### src/rtl/nearest_point_search_2d_macros.svh
// ----------------------------------------------------------------------------
// Nearest point search macros
// Assertion wrappers used by the nearest point search top level. Defining
// ASSERT_OFF turns every check into an empty statement.
// ----------------------------------------------------------------------------
`ifndef NEAREST_POINT_SEARCH_2D_MACROS_SVH
`define NEAREST_POINT_SEARCH_2D_MACROS_SVH

`ifndef ASSERT_OFF

// Checks that the consequent holds whenever the antecedent holds.
`define NPSD_ASSERT_IMPL(label, clk, rst_n, ante, cons) \
	label: assert property (@(posedge clk) disable iff (!rst_n) (ante) |-> (cons)) \
		else $error("nearest point search: implication check failed");

// Checks that a condition never holds outside reset.
`define NPSD_ASSERT_NEVER(label, clk, rst_n, cond) \
	label: assert property (@(posedge clk) disable iff (!rst_n) !(cond)) \
		else $error("nearest point search: forbidden condition seen");

`else

`define NPSD_ASSERT_IMPL(label, clk, rst_n, ante, cons)
`define NPSD_ASSERT_NEVER(label, clk, rst_n, cond)

`endif

`endif

### src/rtl/npsd_pkg.sv
`timescale 1ns / 1ps
// ----------------------------------------------------------------------------
// Nearest point search package
// Shared constants, operation codes and types of the 2D nearest point search.
// ----------------------------------------------------------------------------
package npsd_pkg;

	// Table geometry.
	localparam int MAX_POINTS = 1024;
	localparam int ADDR_W     = $clog2(MAX_POINTS);
	localparam int CNT_W      = $clog2(MAX_POINTS + 1);

	// Field widths.
	localparam int COORD_W = 32;
	localparam int ID_W    = 32;
	localparam int DELTA_W = COORD_W + 1;
	localparam int MAG_W   = COORD_W;
	localparam int SQ_W    = 2 * MAG_W;
	localparam int DIST_W  = SQ_W + 1;
	localparam int QIDX_W  = 20;
	localparam int OP_W    = 2;

	// Operation codes.
	localparam logic [OP_W-1:0] OP_CLEAR = 2'd0;
	localparam logic [OP_W-1:0] OP_LOAD  = 2'd1;
	localparam logic [OP_W-1:0] OP_QUERY = 2'd2;

	// One stored reference point.
	typedef struct packed {
		logic signed [COORD_W-1:0] x;
		logic signed [COORD_W-1:0] y;
		logic [ID_W-1:0]           id;
	} point_t;

	// One scored candidate leaving the distance pipeline.
	typedef struct packed {
		logic                      valid;
		logic                      last;
		logic [ADDR_W-1:0]         index;
		logic [ID_W-1:0]           id;
		logic signed [DELTA_W-1:0] dx;
		logic signed [DELTA_W-1:0] dy;
		logic [DIST_W-1:0]         sq_dist;
	} cand_t;

endpackage

### src/rtl/npsd_dist_pipe.sv
`timescale 1ns / 1ps
// ----------------------------------------------------------------------------
// Nearest point search distance pipeline
// Turns one reference point per cycle into its deltas against the query and
// its exact squared Euclidean distance, over four register stages.
// ----------------------------------------------------------------------------
module npsd_dist_pipe (
	input  logic                                   clk,
	input  logic                                   arst_n,
	input  logic                                   valid_s1,
	input  logic                                   last_s1,
	input  logic [npsd_pkg::ADDR_W-1:0]            index_s1,
	input  npsd_pkg::point_t                       point_s1,
	input  logic signed [npsd_pkg::COORD_W-1:0]    query_x,
	input  logic signed [npsd_pkg::COORD_W-1:0]    query_y,
	output npsd_pkg::cand_t                        cand
);
	import npsd_pkg::*;

	// Stage 2: signed deltas, reference minus query.
	logic                      valid_s2, last_s2;
	logic [ADDR_W-1:0]         index_s2;
	logic [ID_W-1:0]           id_s2;
	logic signed [DELTA_W-1:0] dx_s2, dy_s2;

	// Stage 3: magnitudes of the deltas.
	logic                      valid_s3, last_s3;
	logic [ADDR_W-1:0]         index_s3;
	logic [ID_W-1:0]           id_s3;
	logic signed [DELTA_W-1:0] dx_s3, dy_s3;
	logic [MAG_W-1:0]          mx_s3, my_s3;

	// Stage 4: squares.
	logic                      valid_s4, last_s4;
	logic [ADDR_W-1:0]         index_s4;
	logic [ID_W-1:0]           id_s4;
	logic signed [DELTA_W-1:0] dx_s4, dy_s4;
	logic [SQ_W-1:0]           sx_s4, sy_s4;

	// Stage 5: distance sum.
	logic                      valid_s5, last_s5;
	logic [ADDR_W-1:0]         index_s5;
	logic [ID_W-1:0]           id_s5;
	logic signed [DELTA_W-1:0] dx_s5, dy_s5;
	logic [DIST_W-1:0]         dist_s5;

	logic [DELTA_W-1:0] neg_dx, neg_dy;

	assign neg_dx = -dx_s2;
	assign neg_dy = -dy_s2;

	// Valid and last flags travel with the data.
	always_ff @(posedge clk or negedge arst_n) begin
		if (!arst_n) begin
			valid_s2 <= 1'b0;
			valid_s3 <= 1'b0;
			valid_s4 <= 1'b0;
			valid_s5 <= 1'b0;
		end else begin
			valid_s2 <= valid_s1;
			valid_s3 <= valid_s2;
			valid_s4 <= valid_s3;
			valid_s5 <= valid_s4;
		end
	end

	// Datapath registers need no reset.
	always_ff @(posedge clk) begin
		last_s2  <= last_s1;
		index_s2 <= index_s1;
		id_s2    <= point_s1.id;
		dx_s2    <= DELTA_W'(point_s1.x) - DELTA_W'(query_x);
		dy_s2    <= DELTA_W'(point_s1.y) - DELTA_W'(query_y);

		last_s3  <= last_s2;
		index_s3 <= index_s2;
		id_s3    <= id_s2;
		dx_s3    <= dx_s2;
		dy_s3    <= dy_s2;
		mx_s3    <= dx_s2[DELTA_W-1] ? neg_dx[MAG_W-1:0] : dx_s2[MAG_W-1:0];
		my_s3    <= dy_s2[DELTA_W-1] ? neg_dy[MAG_W-1:0] : dy_s2[MAG_W-1:0];

		last_s4  <= last_s3;
		index_s4 <= index_s3;
		id_s4    <= id_s3;
		dx_s4    <= dx_s3;
		dy_s4    <= dy_s3;
		sx_s4    <= SQ_W'(mx_s3) * SQ_W'(mx_s3);
		sy_s4    <= SQ_W'(my_s3) * SQ_W'(my_s3);

		last_s5  <= last_s4;
		index_s5 <= index_s4;
		id_s5    <= id_s4;
		dx_s5    <= dx_s4;
		dy_s5    <= dy_s4;
		dist_s5  <= DIST_W'(sx_s4) + DIST_W'(sy_s4);
	end

	assign cand.valid   = valid_s5;
	assign cand.last    = last_s5;
	assign cand.index   = index_s5;
	assign cand.id      = id_s5;
	assign cand.dx      = dx_s5;
	assign cand.dy      = dy_s5;
	assign cand.sq_dist = dist_s5;

endmodule

### config.mk
export PLATFORM = sky130hd
export DESIGN_NAME = npsd_dist_pipe
export DESIGN_NICKNAME = d
export VERILOG_FILES = /design/src/rtl/nearest_point_search_2d_macros.svh /design/src/rtl/npsd_pkg.sv /design/src/rtl/npsd_dist_pipe.sv
export SDC_FILE = /design/constraint.sdc
export NUM_CORES = 2
export LEC_CHECK = 0
export ABC_AREA = 1
export BUFFER_PORTS_ARGS = -buffer_cell sky130_fd_sc_hd__buf_2
export CAP_MARGIN = 20
export CORE_ASPECT_RATIO = 1.25
export CORE_MARGIN = 1.5
export CORE_UTILIZATION = 60
export DETAILED_ROUTE_END_ITERATION = 10
export HOLD_SLACK_MARGIN = 0.12
export PLACE_DENSITY = 0.83
export REMOVE_ABC_BUFFERS = 1
export SLEW_MARGIN = 40
export SYNTH_ARGS = -nofsm -noshare
export SYNTH_HDL_FRONTEND = slang
export SYNTH_SLANG_ARGS = --single-unit
export TNS_END_PERCENT = 50
### constraint.sdc
create_clock -name clk -period 16.22 [get_ports clk]
set_clock_uncertainty 0.1 [all_clocks]
set_input_delay 3.244 -clock clk [delete_from_list [all_inputs] [get_ports clk]]
set_output_delay 3.244 -clock clk [all_outputs]
set_load 0.01 [all_outputs]
# Word level (Yosys, flattened, before mapping)
# Index checks and enable logic that the tools add are counted.
classes:
  n_addsub: 5
  multipliers: 2
  mux: 2
ops:
  columns: ["operator", "n"]
  rows:
  - ["multiplier 32 x 32 -> 64 bit", 2]
  - ["subtractor 32 x 32 -> 33 bit", 2]
  - ["adder 64 x 64 -> 65 bit", 1]
  - ["2-to-1 mux 32 bit", 2]
  - ["negation 32 bit", 2]
totals:
  wordCells: 38
  inputBits: 174
  reg_bits: 697
  out_inout_bits: 175

# Logic depth before layout (Yosys ltp)
depth:
  word_depth: 2
  mapped_depth: 32
  ltp_nobuf: 31

# Worst setup path before layout
# OpenSTA, ideal clock, no wires.
synth_timing:
  kind: "register -> register"
  from: "reg my_s3[14]"
  to: "reg sy_s4[41]"
  arrival_time_ps: 6428
  stages_incl_launch_ff: 27
  setup_ps: 112
  n_path_buf: 2
  slack_ps: 9579
  path_cell_list: "dfxtp_1 > clkbuf_1 > buf_1 > nand2_1 > fa_1 > inv_1 > fa_1 > inv_1 > fa_1 > fa_1 > inv_1 > fa_1 > inv_1 > fa_1 > inv_1 > fa_1 > fa_1 > ha_1 > nand2_1 > nor2_1 > nand2_1 > nor2_1 > nand2_1 > nand3_1 > nand3_1 > nand3_1 > nand2_1"
synth_via:
  elab_chain_cells: 1
synth_rtl:
  columns: ["element", "line", "source"]
  rows:
  - ["from (decl)", "npsd_dist_pipe.sv:31", "logic [MAG_W-1:0] mx_s3, my_s3;"]
  - ["from (signal assigned)", "npsd_dist_pipe.sv:81", "my_s3 <= dy_s2[DELTA_W-1] ? neg_dy[MAG_W-1:0] : dy_s2[MAG_W-1:0];"]
  - ["multiplier 32 x 32 -> 64 bit", "npsd_dist_pipe.sv:89", "sy_s4 <= SQ_W'(my_s3) * SQ_W'(my_s3);"]
  - ["to (signal assigned)", "npsd_dist_pipe.sv:89", null]
  - ["to (decl)", "npsd_dist_pipe.sv:38", "logic [SQ_W-1:0] sx_s4, sy_s4;"]
# Every way passes these cells.

# Worst setup path after layout
layout_timing:
  from: "reg my_s3[20]"
  to: "reg sy_s4[52]"
# Same word-level chain as after synthesis.

==> results.py <==
metrics = {
    "worst_setup_path": {
        "crit_path_max_fanout": 19,
        "cp.arrival_ns": 7.98,
        "reg2reg_slack_ns": 8.77,
        "critPathKind": "reg2reg",
        "cp-start-kind": "flop",
        "worstPathRequired_ns": 16.75,
        "end_kind": "flop",
        "r2r_end": "sy_s4[52]",
        "startpoint": "my_s3[20]",
        "worstReg2RegStart": "my_s3[20]",
        "reg2reg_depth": 26,
        "crit_end": "sy_s4[52]",
    },
    "timing": {
        "timing.final.hold_violations": 0,
        "timing.fmax_ghz": 0.134,
        "maxSlewHeadroom": 0.482,
        "fin_ws_ns": 8.77,
        "fin_tns_setup_ns": 0,
        "min_period_over_period": 0.459,
        "drv_slew": 0,
        "worstMarginPinSlew_ns": 0.777,
        "rsz0062_at_grt": "false",
        "setup_violations": 0,
        "period_needed_ns": 7.45,
        "holdWs_ns": 0.205,
    },
    "synth": {
        "synth_edf_count": 0,
        "synthArstFlopShare": 0.00579,
        "ys.flop_type": "dfxtp_1",
        "ys_warn_count": 0,
        "synth-seq-cells": 691,
        "avgSynthCellArea_sq_um": 7.92,
        "seq_area_frac_synth": 0.156,
        "syn_inst": 11200,
        "synth_area_sq_um": 88800,
        "synth_cell_types": 45,
    },
    "clock_network": {
        "post-cts-setup-buffer-count": 0,
        "cts_max_level": 3,
        "ctsResizeCount": 0,
        "cts_buffers": 71,
        "cts_tree": "built",
        "cts_hold_buf": 0,
        "clockRootBuffer": "clkbuf_16",
        "clkSlewWorstSetupHoldPaths_ns": 0.07,
        "clkSinkCount": 691,
        "insertion_delay_ns": 0.69,
        "clk_path_buf_depth": 3,
    },
    "detailed_routing": {
        "wl_per_cell_microns": 17.6,
        "antenna_left": 0,
        "vias_per_cell": 5.18,
        "vias": 69600,
        "wl_microns": 237000,
        "drtIter0Drc": 4437,
        "drc": 0,
        "drt_first_pass_iters": 6,
    },
    "min_path": {
        "hp-class": "reg2reg",
        "hold_start": "id_s4[24]",
    },
    "floorplan": {
        "core-area_sq_um": 147000,
        "start_util": 0.605,
        "fp.dieH_microns": 433,
        "die_area_sq_um": 150000,
        "ios": 349,
        "die_width_microns": 347,
        "row_count": 157,
    },
    "final_layout": {
        "area_growth_pct": 7.03,
        "drive_gt1_frac": 0.0604,
        "layout.nets": 14000,
    },
    "grt": {
        "track_usage": 0.325,
        "grt_max_degree": 38,
        "grt_antenna_before_repair": 3,
        "grt_overflow": 0,
        "grt_pass1_wl_microns": 384000,
        "grt_pass1_vias": 76100,
    },
    "placed_design": {
        "dp_hpwl_microns": 199000,
        "gp_congestion": 1.01,
        "post-place-ws_ns": 8.92,
        "io_buffers": 348,
    },
    "outcome": {
        "status": "finished clean",
    },
    "run": {
        "maxCapViolations": 0,
    },
}
## state kept, by name, summed over array words and instances (netlist names), 33 cells and up
signal / flops
dist_s5: 65
dx_s2: 33
dx_s5: 33
dy_s2: 33
dy_s5: 33
sx_s4: 63
sy_s4: 63
## placed cells by master, fill, tap and decap left out, types with 6 or more instances in the layout
master,n
inv_1,3377
nand2_1,2977
fa_1,1589
ha_1,721
dfxtp_1,684
nor2_1,427
buf_2,348
nand3_1,247
a21oi_1,238
xor2_1,227
clkbuf_16,71
o21ai_0,69
buf_4,63
nand4_1,60
o21bai_1,52
nor3_1,48
xnor2_1,43
nor2_2,37
nand2_2,28
nor3_2,21
nand3_2,18
or2_2,16
o21a_1,13
inv_6,13
nand3b_1,12
a31o_2,11
inv_2,11
a21o_1,9
clkinvlp_4,9
nor4_1,8
clkbuf_8,8
nor2_4,6
clkinv_4,6
## synthesized netlist by cell type (6+ instances only)
cell,number,share of area
a21o_1,9,0.00076
a21oi_1,238,0.013
a31o_2,11,0.0011
buf_1,21,0.00089
clkbuf_1,191,0.0081
dfxtp_1,687,0.15
fa_1,1589,0.36
ha_1,721,0.10
inv_1,3377,0.14
inv_2,11,0.00047
nand2_1,2977,0.13
nand2_2,28,0.0020
nand3_1,247,0.014
nand3_2,18,0.0020
nand3b_1,12,0.0010
nand4_1,60,0.0042
nor2_1,427,0.018
nor2_2,37,0.0026
nor2_4,6,0.00076
nor3_1,48,0.0027
nor3_2,21,0.0024
nor4_1,8,0.00056
o21a_1,13,0.0011
o21ai_0,69,0.0039
o21bai_1,52,0.0044
or2_2,16,0.0011
xnor2_1,43,0.0042
xor2_1,227,0.022
## layer usage
metal	vias up	global-route usage	wire [microns]
li1	32500	-	-
met1	33400	0.381	88000
met2	2890	0.567	116000
met4	2	0.187	15600
met5	-	0	13
met3	839	0.0502	17300
## stage by stage
step | cell area (sq um) | instances | utilization
finish | 95000 | 13400 | 0.647
global route | 95000 | 13400 | 0.647
CTS | 95000 | 13400 | 0.647
detailed placement | 92500 | 13300 | 0.631
global placement | 92500 | 13300 | 0.631
floorplan | 87900 | 11000 | -
## cell type report
type | count | area [sq um]
clock inverters | 47 | 546
flip-flops and latches | 691 | 13900
fillers | 12000 | 51700
multi-input cells | 6908 | 61400
inverters | 3389 | 12700
diodes | 1 | 2.50
repair buffers | 411 | 2210
clock buffers | 84 | 1910
well taps | 1908 | 2390
## critical path: stages, from the launching register on
cell	delay, ns
dfxtp_1	0.68
buf_4	0.41
nand2_1	0.19
fa_1	0.55
inv_1	0.06
fa_1	0.50
inv_1	0.05
fa_1	0.46
fa_1	0.52
inv_1	0.05
fa_1	0.56
fa_1	0.44
fa_1	0.50
inv_1	0.05
fa_1	0.48
inv_1	0.05
ha_1	0.43
nand2_1	0.17
nor2_1	0.20
inv_1	0.11
nor3_2	0.25
nand2_1	0.18
nor2_1	0.12
nand2_1	0.08
nand3_1	0.10
nand2_1	0.05
nand2_1	0.05
## worst min-delay path by stage
stage	endpoint	cells after the start
2_1_floorplan	dx_s4[10]	0
3_3_place_gp	dx_s5[18]	0
3_5_place_dp	dx_s4[21]	0
4_1_cts	id_s5[24]	0
5_1_grt	id_s5[6]	0
6_report	id_s5[24]	0
## cells by family (layout without fill, tap and decap cells)
| group | after synthesis | in the layout | share of synthesized area |
|---|---|---|---|
| compound gates | 410 | 410 | 0.0261 |
| fa+ha+maj | 2310 | 2310 | 0.460 |
| buf+inv | 3605 | 3931 | 0.153 |
| simple gates | 3918 | 3918 | 0.179 |
| other cells | 0 | 1 | 0 |
| xor+xnor | 270 | 270 | 0.0266 |
| flops | 691 | 691 | 0.156 |
Power is not shown: default switching activity piles up to over one toggle a cycle in this logic, so the estimate is an artifact.
